--- config.mk ---
export PLATFORM = sky130hd
export DESIGN_NAME = karaoke_tag_structure_checker_top
export DESIGN_NICKNAME = d
export VERILOG_FILES = /design/src/rtl/kts_pkg.sv /design/src/rtl/kts_in_reg.sv /design/src/rtl/kts_core.sv /design/src/rtl/kts_out_reg.sv /design/src/rtl/karaoke_tag_structure_checker_top.sv
export VERILOG_INCLUDE_DIRS = /design/src /design/src/rtl
export SDC_FILE = /design/constraint.sdc
export NUM_CORES = 1
export LEC_CHECK = 0
export ABC_CLOCK_PERIOD_IN_PS = 5700
export BUFFER_PORTS_ARGS = -buffer_cell sky130_fd_sc_hd__buf_4
export CORE_MARGIN = 10
export CORE_UTILIZATION = 50
export CTS_BUF_LIST = sky130_fd_sc_hd__clkbuf_16
export CTS_CLUSTER_SIZE = 14
export DETAILED_ROUTE_END_ITERATION = 16
export PLACE_DENSITY_LB_ADDON = 0.05
export SLEW_MARGIN = 20
export SYNTH_ARGS = -nofsm -noshare
export SYNTH_HDL_FRONTEND = slang
export SYNTH_SLANG_ARGS = --single-unit
--- constraint.sdc ---
create_clock -name aclk -period 5.7 [get_ports aclk]
set_input_delay 0 -clock aclk [delete_from_list [all_inputs] [get_ports aclk]]
set_output_delay 0 -clock aclk [all_outputs]
set_load 0.02 [all_outputs]
--- src/rtl/karaoke_tag_structure_checker_top_assert.svh ---
// Assertion macros for the karaoke tag structure checker.
// Included by the top level; uses no package and no other header.
`ifndef KARAOKE_TAG_STRUCTURE_CHECKER_TOP_ASSERT_SVH
`define KARAOKE_TAG_STRUCTURE_CHECKER_TOP_ASSERT_SVH

// Condition that must hold in the same cycle as its trigger.
`define KTS_ASSERT_SAME(lbl, clk, rstn, ante, cons, msg) \
    lbl: assert property (@(posedge clk) disable iff (!(rstn)) (ante) |-> (cons)) \
        else $error(msg);

// Condition that must hold in the cycle after its trigger.
`define KTS_ASSERT_NEXT(lbl, clk, rstn, ante, cons, msg) \
    lbl: assert property (@(posedge clk) disable iff (!(rstn)) (ante) |=> (cons)) \
        else $error(msg);

`endif

--- src/rtl/kts_pkg.sv ---
// Shared types and character codes for the karaoke tag structure checker.
// Used by every module of the block; depends on nothing.
`timescale 1ns / 1ps

package kts_pkg;

    localparam int CHAR_WIDTH = 16;

    localparam logic [CHAR_WIDTH-1:0] CH_OPEN    = 16'h007B;
    localparam logic [CHAR_WIDTH-1:0] CH_CLOSE   = 16'h007D;
    localparam logic [CHAR_WIDTH-1:0] CH_LOWER_K = 16'h006B;
    localparam logic [CHAR_WIDTH-1:0] CH_UPPER_K = 16'h004B;
    localparam logic [CHAR_WIDTH-1:0] CH_COMMA   = 16'h002C;
    localparam logic [CHAR_WIDTH-1:0] CH_BSLASH  = 16'h005C;

    // Position inside a tag.
    typedef enum logic [2:0] {
        PH_OUT  = 3'b001,
        PH_OPEN = 3'b010,
        PH_KTAG = 3'b100
    } tag_phase_t;

    // One input item.
    typedef struct packed {
        logic [CHAR_WIDTH-1:0] character;
        logic                  line_end;
        logic                  text_end;
    } in_item_t;

    // Result control from the core to the result register.
    typedef struct packed {
        logic valid;
        logic verdict;
    } res_ctl_t;

endpackage

--- src/rtl/kts_in_reg.sv ---
// Input register stage of the karaoke tag structure checker.
// Depends on kts_pkg for the item type.
`timescale 1ns / 1ps

module kts_in_reg (
    input  logic             aclk,
    input  logic             aresetn,
    input  logic             s_valid,
    output logic             s_ready,
    input  kts_pkg::in_item_t s_item,
    input  logic             advance,
    output logic             item_valid,
    output kts_pkg::in_item_t item
);

    logic              valid_reg;
    logic              valid_next;
    kts_pkg::in_item_t item_reg;
    logic              s_fire;

    // A held item leaves in the same cycle that a new one may enter.
    assign s_ready    = !valid_reg || advance;
    assign s_fire     = s_valid && s_ready;
    assign valid_next = s_fire ? 1'b1 : (advance ? 1'b0 : valid_reg);

    always_ff @(posedge aclk) begin
        if (!aresetn) begin
            valid_reg <= 1'b0;
        end else begin
            valid_reg <= valid_next;
        end
    end

    always_ff @(posedge aclk) begin
        if (s_fire) begin
            item_reg <= s_item;
        end
    end

    assign item_valid = valid_reg;
    assign item       = item_reg;

endmodule

--- src/rtl/kts_core.sv ---
// Checker state and per-item decision logic of the karaoke tag structure checker.
// Depends on kts_pkg for character codes, the tag phase and the item types.
`timescale 1ns / 1ps

module kts_core #(
    parameter int LW = 16,
    parameter int TW = 12
) (
    input  logic              aclk,
    input  logic              aresetn,
    input  logic              advance,
    input  kts_pkg::in_item_t item,
    output kts_pkg::res_ctl_t res_ctl,
    output logic [LW-1:0]     res_line,
    output logic [TW-1:0]     res_tag
);

    kts_pkg::tag_phase_t phase_reg, phase_next;
    logic [LW-1:0] line_reg, line_next;
    logic [TW-1:0] tag_reg, tag_next;
    logic [LW-1:0] open_line_reg, open_line_next;
    logic [TW-1:0] open_tag_reg, open_tag_next;
    logic          brace_reg, brace_next;
    logic          bslash_reg, bslash_next;
    logic          comma_reg, comma_next;
    logic          dcomma_reg, dcomma_next;
    logic          held_reg, held_next;
    logic [LW-1:0] held_line_reg, held_line_next;
    logic [TW-1:0] held_tag_reg, held_tag_next;
    logic          discard_reg, discard_next;

    function automatic logic [LW-1:0] sat_line(input logic [LW-1:0] v);
        return (&v) ? v : v + LW'(1);
    endfunction

    function automatic logic [TW-1:0] sat_tag(input logic [TW-1:0] v);
        return (&v) ? v : v + TW'(1);
    endfunction

    always_comb begin
        logic te;
        logic le;
        logic [kts_pkg::CHAR_WIDTH-1:0] ch;

        te = item.text_end;
        le = item.line_end || item.text_end;
        ch = item.character;

        phase_next     = phase_reg;
        line_next      = line_reg;
        tag_next       = tag_reg;
        open_line_next = open_line_reg;
        open_tag_next  = open_tag_reg;
        brace_next     = brace_reg;
        bslash_next    = bslash_reg;
        comma_next     = comma_reg;
        dcomma_next    = dcomma_reg;
        held_next      = held_reg;
        held_line_next = held_line_reg;
        held_tag_next  = held_tag_reg;
        discard_next   = discard_reg;
        res_ctl        = '0;
        res_line       = '0;
        res_tag        = '0;

        if (!discard_reg) begin
            if (ch == kts_pkg::CH_COMMA) begin
                if (comma_next) begin
                    dcomma_next = 1'b1;
                end
                comma_next = 1'b1;
            end else begin
                comma_next = 1'b0;
            end

            // A '{' must be followed directly by a backslash.
            if (!held_next && brace_next) begin
                brace_next = 1'b0;
                if (ch == kts_pkg::CH_BSLASH) begin
                    phase_next = kts_pkg::PH_OPEN;
                end else begin
                    held_next      = 1'b1;
                    held_line_next = line_next;
                    held_tag_next  = tag_next;
                end
            end

            // A backslash followed by k opens a k tag, valid only after '{'.
            if (!held_next && bslash_next) begin
                bslash_next = 1'b0;
                if (ch == kts_pkg::CH_LOWER_K || ch == kts_pkg::CH_UPPER_K) begin
                    if (phase_next != kts_pkg::PH_OPEN) begin
                        held_next      = 1'b1;
                        held_line_next = line_next;
                        held_tag_next  = tag_next;
                    end else begin
                        phase_next    = kts_pkg::PH_KTAG;
                        open_tag_next = tag_next;
                        tag_next      = sat_tag(tag_next);
                    end
                end
            end

            if (!held_next) begin
                priority if (ch == kts_pkg::CH_OPEN) begin
                    if (phase_next == kts_pkg::PH_KTAG) begin
                        held_next      = 1'b1;
                        held_line_next = open_line_next;
                        held_tag_next  = open_tag_next;
                    end else if (phase_next != kts_pkg::PH_OUT) begin
                        held_next      = 1'b1;
                        held_line_next = line_next;
                        held_tag_next  = tag_next;
                    end else begin
                        brace_next = 1'b1;
                    end
                end else if (ch == kts_pkg::CH_BSLASH) begin
                    bslash_next = 1'b1;
                end else if (ch == kts_pkg::CH_CLOSE) begin
                    if (phase_next != kts_pkg::PH_KTAG) begin
                        held_next      = 1'b1;
                        held_line_next = line_next;
                        held_tag_next  = tag_next;
                    end else begin
                        phase_next = kts_pkg::PH_OUT;
                    end
                end else begin
                end
            end

            if (le) begin
                // At the line end the lookahead character counts as none.
                if (!held_next && brace_next) begin
                    held_next      = 1'b1;
                    held_line_next = line_next;
                    held_tag_next  = tag_next;
                end
                brace_next  = 1'b0;
                bslash_next = 1'b0;

                if (!dcomma_next) begin
                    res_ctl  = '{valid: 1'b1, verdict: 1'b1};
                    res_line = line_next;
                    res_tag  = '0;
                end else if (held_next) begin
                    res_ctl  = '{valid: 1'b1, verdict: 1'b1};
                    res_line = held_line_next;
                    res_tag  = held_tag_next;
                end else begin
                    if (phase_next == kts_pkg::PH_OUT) begin
                        open_line_next = sat_line(line_next);
                    end
                    line_next   = sat_line(line_next);
                    tag_next    = TW'(1);
                    comma_next  = 1'b0;
                    dcomma_next = 1'b0;
                    if (te) begin
                        if (phase_next != kts_pkg::PH_OUT) begin
                            res_ctl  = '{valid: 1'b1, verdict: 1'b1};
                            res_line = open_line_next;
                            res_tag  = open_tag_next;
                        end else begin
                            res_ctl = '{valid: 1'b1, verdict: 1'b0};
                        end
                    end
                end
                if (res_ctl.valid && !te) begin
                    discard_next = 1'b1;
                end
            end
        end

        // The end of the text always leaves the checker ready for a new text.
        if (te && (discard_reg || res_ctl.valid)) begin
            phase_next     = kts_pkg::PH_OUT;
            line_next      = LW'(1);
            tag_next       = TW'(1);
            open_line_next = LW'(1);
            open_tag_next  = '0;
            brace_next     = 1'b0;
            bslash_next    = 1'b0;
            comma_next     = 1'b0;
            dcomma_next    = 1'b0;
            held_next      = 1'b0;
            held_line_next = '0;
            held_tag_next  = '0;
            discard_next   = 1'b0;
        end
    end

    always_ff @(posedge aclk) begin
        if (!aresetn) begin
            phase_reg     <= kts_pkg::PH_OUT;
            line_reg      <= LW'(1);
            tag_reg       <= TW'(1);
            open_line_reg <= LW'(1);
            open_tag_reg  <= '0;
            brace_reg     <= 1'b0;
            bslash_reg    <= 1'b0;
            comma_reg     <= 1'b0;
            dcomma_reg    <= 1'b0;
            held_reg      <= 1'b0;
            held_line_reg <= '0;
            held_tag_reg  <= '0;
            discard_reg   <= 1'b0;
        end else if (advance) begin
            phase_reg     <= phase_next;
            line_reg      <= line_next;
            tag_reg       <= tag_next;
            open_line_reg <= open_line_next;
            open_tag_reg  <= open_tag_next;
            brace_reg     <= brace_next;
            bslash_reg    <= bslash_next;
            comma_reg     <= comma_next;
            dcomma_reg    <= dcomma_next;
            held_reg      <= held_next;
            held_line_reg <= held_line_next;
            held_tag_reg  <= held_tag_next;
            discard_reg   <= discard_next;
        end
    end

endmodule

--- src/rtl/kts_out_reg.sv ---
// Result register of the karaoke tag structure checker.
// Depends on kts_pkg for the result control type.
`timescale 1ns / 1ps

module kts_out_reg #(
    parameter int LW = 16,
    parameter int TW = 12
) (
    input  logic              aclk,
    input  logic              aresetn,
    input  logic              advance,
    input  kts_pkg::res_ctl_t res_ctl,
    input  logic [LW-1:0]     res_line,
    input  logic [TW-1:0]     res_tag,
    output logic              out_free,
    output logic              m_valid,
    input  logic              m_ready,
    output logic              m_verdict,
    output logic [LW-1:0]     m_error_line,
    output logic [TW-1:0]     m_error_tag
);

    logic          valid_reg;
    logic          valid_next;
    logic          verdict_reg;
    logic [LW-1:0] line_reg;
    logic [TW-1:0] tag_reg;
    logic          load;

    assign out_free   = !valid_reg || m_ready;
    assign load       = advance && res_ctl.valid;
    assign valid_next = load ? 1'b1 : (m_ready ? 1'b0 : valid_reg);

    always_ff @(posedge aclk) begin
        if (!aresetn) begin
            valid_reg <= 1'b0;
        end else begin
            valid_reg <= valid_next;
        end
    end

    always_ff @(posedge aclk) begin
        if (load) begin
            verdict_reg <= res_ctl.verdict;
            line_reg    <= res_line;
            tag_reg     <= res_tag;
        end
    end

    assign m_valid      = valid_reg;
    assign m_verdict    = verdict_reg;
    assign m_error_line = line_reg;
    assign m_error_tag  = tag_reg;

endmodule

--- src/rtl/karaoke_tag_structure_checker_top.sv ---
// An accepted item is held in the input register; its result is then held in the result register.
// Throughput: one item per cycle unless m_ready stalls; the core state update sets it.
// An item that causes no result leaves the block when the core takes it.
// Reset (aresetn low at a clock edge) empties both registers and returns the checker
// to line 1, tag 1, outside any tag; no clearing pass is needed.
`timescale 1ns / 1ps

module karaoke_tag_structure_checker_top #(
    parameter int LINE_NUMBER_WIDTH = 16,
    parameter int TAG_NUMBER_WIDTH  = 12
) (
    input  logic                         aclk,
    input  logic                         aresetn,
    input  logic                         s_valid,
    output logic                         s_ready,
    input  logic [15:0]                  s_character,
    input  logic                         s_line_end,
    input  logic                         s_text_end,
    output logic                         m_valid,
    input  logic                         m_ready,
    output logic                         m_verdict,
    output logic [LINE_NUMBER_WIDTH-1:0] m_error_line,
    output logic [TAG_NUMBER_WIDTH-1:0]  m_error_tag
);

    kts_pkg::in_item_t            s_item;
    kts_pkg::in_item_t            item;
    logic                         item_valid;
    logic                         advance;
    logic                         out_free;
    kts_pkg::res_ctl_t            res_ctl;
    logic [LINE_NUMBER_WIDTH-1:0] res_line;
    logic [TAG_NUMBER_WIDTH-1:0]  res_tag;

    assign s_item  = '{character: s_character, line_end: s_line_end, text_end: s_text_end};
    assign advance = item_valid && out_free;

    kts_in_reg u_in_reg (
        .aclk       (aclk),
        .aresetn    (aresetn),
        .s_valid    (s_valid),
        .s_ready    (s_ready),
        .s_item     (s_item),
        .advance    (advance),
        .item_valid (item_valid),
        .item       (item)
    );

    kts_core #(
        .LW (LINE_NUMBER_WIDTH),
        .TW (TAG_NUMBER_WIDTH)
    ) u_core (
        .aclk     (aclk),
        .aresetn  (aresetn),
        .advance  (advance),
        .item     (item),
        .res_ctl  (res_ctl),
        .res_line (res_line),
        .res_tag  (res_tag)
    );

    kts_out_reg #(
        .LW (LINE_NUMBER_WIDTH),
        .TW (TAG_NUMBER_WIDTH)
    ) u_out_reg (
        .aclk         (aclk),
        .aresetn      (aresetn),
        .advance      (advance),
        .res_ctl      (res_ctl),
        .res_line     (res_line),
        .res_tag      (res_tag),
        .out_free     (out_free),
        .m_valid      (m_valid),
        .m_ready      (m_ready),
        .m_verdict    (m_verdict),
        .m_error_line (m_error_line),
        .m_error_tag  (m_error_tag)
    );

`include "karaoke_tag_structure_checker_top_assert.svh"

    // A good verdict carries no position.
    `KTS_ASSERT_SAME(a_good_no_pos, aclk, aresetn, m_valid && !m_verdict, m_error_line == '0 && m_error_tag == '0, "good verdict with nonzero position")

    // Line numbers start at one and saturate, so a fault never names line zero.
    `KTS_ASSERT_SAME(a_bad_line_nonzero, aclk, aresetn, m_valid && m_verdict, m_error_line != '0, "bad verdict on line zero")

    // An item in the input register is kept until the core takes it.
    `KTS_ASSERT_NEXT(a_item_kept, aclk, aresetn, item_valid && !advance, item_valid, "input item lost while stalled")

    // A result is written only when the result register is free.
    `KTS_ASSERT_SAME(a_no_overwrite, aclk, aresetn, advance && res_ctl.valid, !m_valid || m_ready, "result register overwritten")

endmodule

==> results.cfg <==
[outcome]
outcome = finished clean

[logic_synthesis]
synthAdderAreaFrac = 0.00304
synth_nets = 988
synth_cell_type_count = 78
synth_mux_area_frac = 0.0423
synthCells = 964
syn_area_um2 = 8220
syn_avg_cell_area_um2 = 8.53
synth_compound_area_frac = 0.275
synth_async_sr_flop_share = 0
synth_top_family_by_area = compound AO/OA/AOI/OAI gates
synth-seq-cells = 142
yosysSeqAreaShare = 0.403
synth_warnings = 0
synthFlopType = dfxtp_1
yosys.area_share.simple = 0.220
synth_edf_count = 47
synth_xor_xnor_area_share = 0.0170

[critical_path]
ff2ff_path_depth = 8
cp-end-kind = register
cp.required_ns = 5.85
crit_chain = or4_4 -> or4_4 -> o22ai_4 -> nand2_1 -> nor2_1 -> a21oi_1 -> o221ai_1 -> o21ai_0
worstSetupPathType = reg -> reg
timing.rr.end = u_out_reg.m_error_tag[1]
cpPeakStageDelay_ns = 1.00
reg2reg_from = u_in_reg.item[15]
cpMostUsedCell = or4_4
crit_arrival_ns = 4.49
slowest_stage = nor2_1
cp_max_fo = 22
r2r_slack_ns = 1.36
cp-start-kind = register

[routing]
routed-via-count = 8127
drtIter0Drc = 932
wl_per_cell_um = 21.9
via_per_inst = 6.62
drc = 0
antenna_left = 0
drt_wl_total_um = 26900
first_pass_iters = 5

[sta]
drv_slew = 0
rsz0062_at_grt = no
fin_crit_sh = 0.762
fin_tns_setup_ns = 0
min_period_ns = 4.34
max_freq_mhz = 230
finalHoldViolCount = 0
relSlewSlack = 0.269
fin_skew_ns = 0.00827
hold_ws_ns = 0.281
worst_slew_pin_slew_ns = 1.09
finalSetupViolations = 0

[cts]
htree_num_levels = 4
ctsResizeCount = 0
cts_buffers = 17
cts_hold_buf = 22
cts.reportedPaths.clkPinSlew_ns = 0.06
cts_tree = yes
clockRootBuffer = clkbuf_16
cts.sinks = 142
post-cts-setup-buffer-count = 0
cts_buffer_depth = 2
clock_latency_ns = 0.43

[cells_and_area]
n_antenna_cell = 0
final_area_um2 = 9550
n_fill_cell = 1427
seqCellArea_um2 = 3310
multi_input_area_um2 = 4600
drive_gt1_frac = 0.136
area_growth_pct = 16.1
largest_register_ffs = 18
nets = 1023

[die]
dieWidth_um = 148
initial_utilization = 0.514
die_h_um = 148
die_area_um2 = 22000
io-pin-count = 53
rows = 46
core_area_um2 = 16000

[global_routing]
grt_pass1_wl_um = 43000
grt_overflow_total = 0
track_usage = 0.242
grt_max_degree = 43
grt_pass1_vias = 8082
antenna_found_initial = 0

[pwr]
power.density_nw_per_um2 = 251
p_leak_uw = 0.00331
irDropWorstVdd_v = 0.000225

[place]
numPortBuffers = 52
gp_congestion = 0.898
post-dp-hpwl_um = 17600
postPlaceCellArea_um2 = 8700

[min_path]
hold_end = u_in_reg.item[3]
worstHoldStart = s_character[1]
hold_depth = 2
min_path_type = in -> reg

[flow_run]
cap_viol_max_count = 0
==> metal layers <==
metal,track usage,wire length (um),vias up
met5,0,0,-
met4,0.110,759,0
met3,0.0482,1960,67
met2,0.401,13300,394
met1,0.297,10900,3953
li1,-,-,3713
==> power breakdown <==
part | internal (uW) | switching [uW] | leakage, uW
Clock | 730 | 460 | 0.000303
Combinational | 47.0 | 82.1 | 0.00179
Sequential | 1060 | 14.2 | 0.00122
Total | 1840 | 556 | 0.00331
==> through the flow <==
| step | instances | util | setup slack [ns] | power [uW] |
|---|---|---|---|---|
| 3_3_place_gp | 1174 | 0.544 | 1.58 | 1210 |
| 6_report | 1228 | 0.597 | 1.36 | 2400 |
| 5_1_grt | 1228 | 0.597 | 0.990 | 2450 |
| 3_5_place_dp | 1174 | 0.544 | 1.39 | 1210 |
| 2_1_floorplan | 964 | - | 2.38 | 1160 |
| 4_1_cts | 1228 | 0.596 | 1.38 | 2400 |
==> critical path: cells and delay by family, from the launching register on <==
family | cells | cell delay, ns
AND/OR/NAND/NOR | 4 | 2.76
AO/OA/AOI/OAI | 4 | 0.91
flip-flops | 1 | 0.39
==> layout by cell type, fill, tap and decap left out, types with 14 or more instances in the layout <==
master         Yosys  final
a21oi_1           98     98
a22oi_1           30     30
buf_4              3     64
clkbuf_16          0     17
dfxtp_1           95     95
dlygate4sd3_1      0     22
edfxtp_1          47     47
mux2_2            14     14
mux2i_1           19     19
nand2_1           76     76
nand2b_1          16     16
nand3_1           51     51
nand4_1           14     14
nor2_1           108    107
nor3_1            23     22
o21a_1            14     14
o21ai_0           45     45
o221ai_1          16     16
==> worst max path at each step <==
stage	from	to	slack, ns	depth (start not counted)
finish	u_in_reg.item[15]	u_out_reg.m_error_tag[1]	1.36	8
global route	u_in_reg.item[11]	u_core.open_line_reg[4]	0.99	7
CTS	u_in_reg.item[15]	u_out_reg.m_error_tag[1]	1.38	8
detailed placement	u_in_reg.item[15]	u_out_reg.m_error_tag[1]	1.39	8
global placement	u_in_reg.item[11]	u_out_reg.m_error_tag[10]	1.58	7
floorplan	u_in_reg.item[15]	u_out_reg.m_error_line[0]	2.38	7
==> kinds of logic after synthesis <==
kind of cell | Yosys count
mux | 33
fa+ha+maj | 2
flops | 142
xor+xnor | 16
simple gates | 358
compound gates | 331
buf+inv | 82
==> Yosys cell counts, types with 16 or more instances <==
| master | instances | share of area |
|---|---|---|
| nor2_1 | 108 | 0.049 |
| a21oi_1 | 98 | 0.060 |
| dfxtp_1 | 95 | 0.23 |
| nand2_1 | 76 | 0.035 |
| clkbuf_1 | 56 | 0.026 |
| nand3_1 | 51 | 0.031 |
| edfxtp_1 | 47 | 0.17 |
| o21ai_0 | 45 | 0.027 |
| a22oi_1 | 30 | 0.027 |
| nor3_1 | 23 | 0.014 |
| mux2i_1 | 19 | 0.023 |
| nand2b_1 | 16 | 0.012 |
| o221ai_1 | 16 | 0.017 |
==> layout make-up <==
class | instances | area share
Clock buffer | 17 | 0.0446
Clock inverter | 15 | 0.0203
Inverter | 12 | 0.00472
Multi-Input combinational cell | 740 | 0.482
Sequential cell | 142 | 0.347
Tap cell | 216 | 0.0283
Timing Repair Buffer | 86 | 0.0734
No activity file was read; power rests on OpenSTA's default activity.
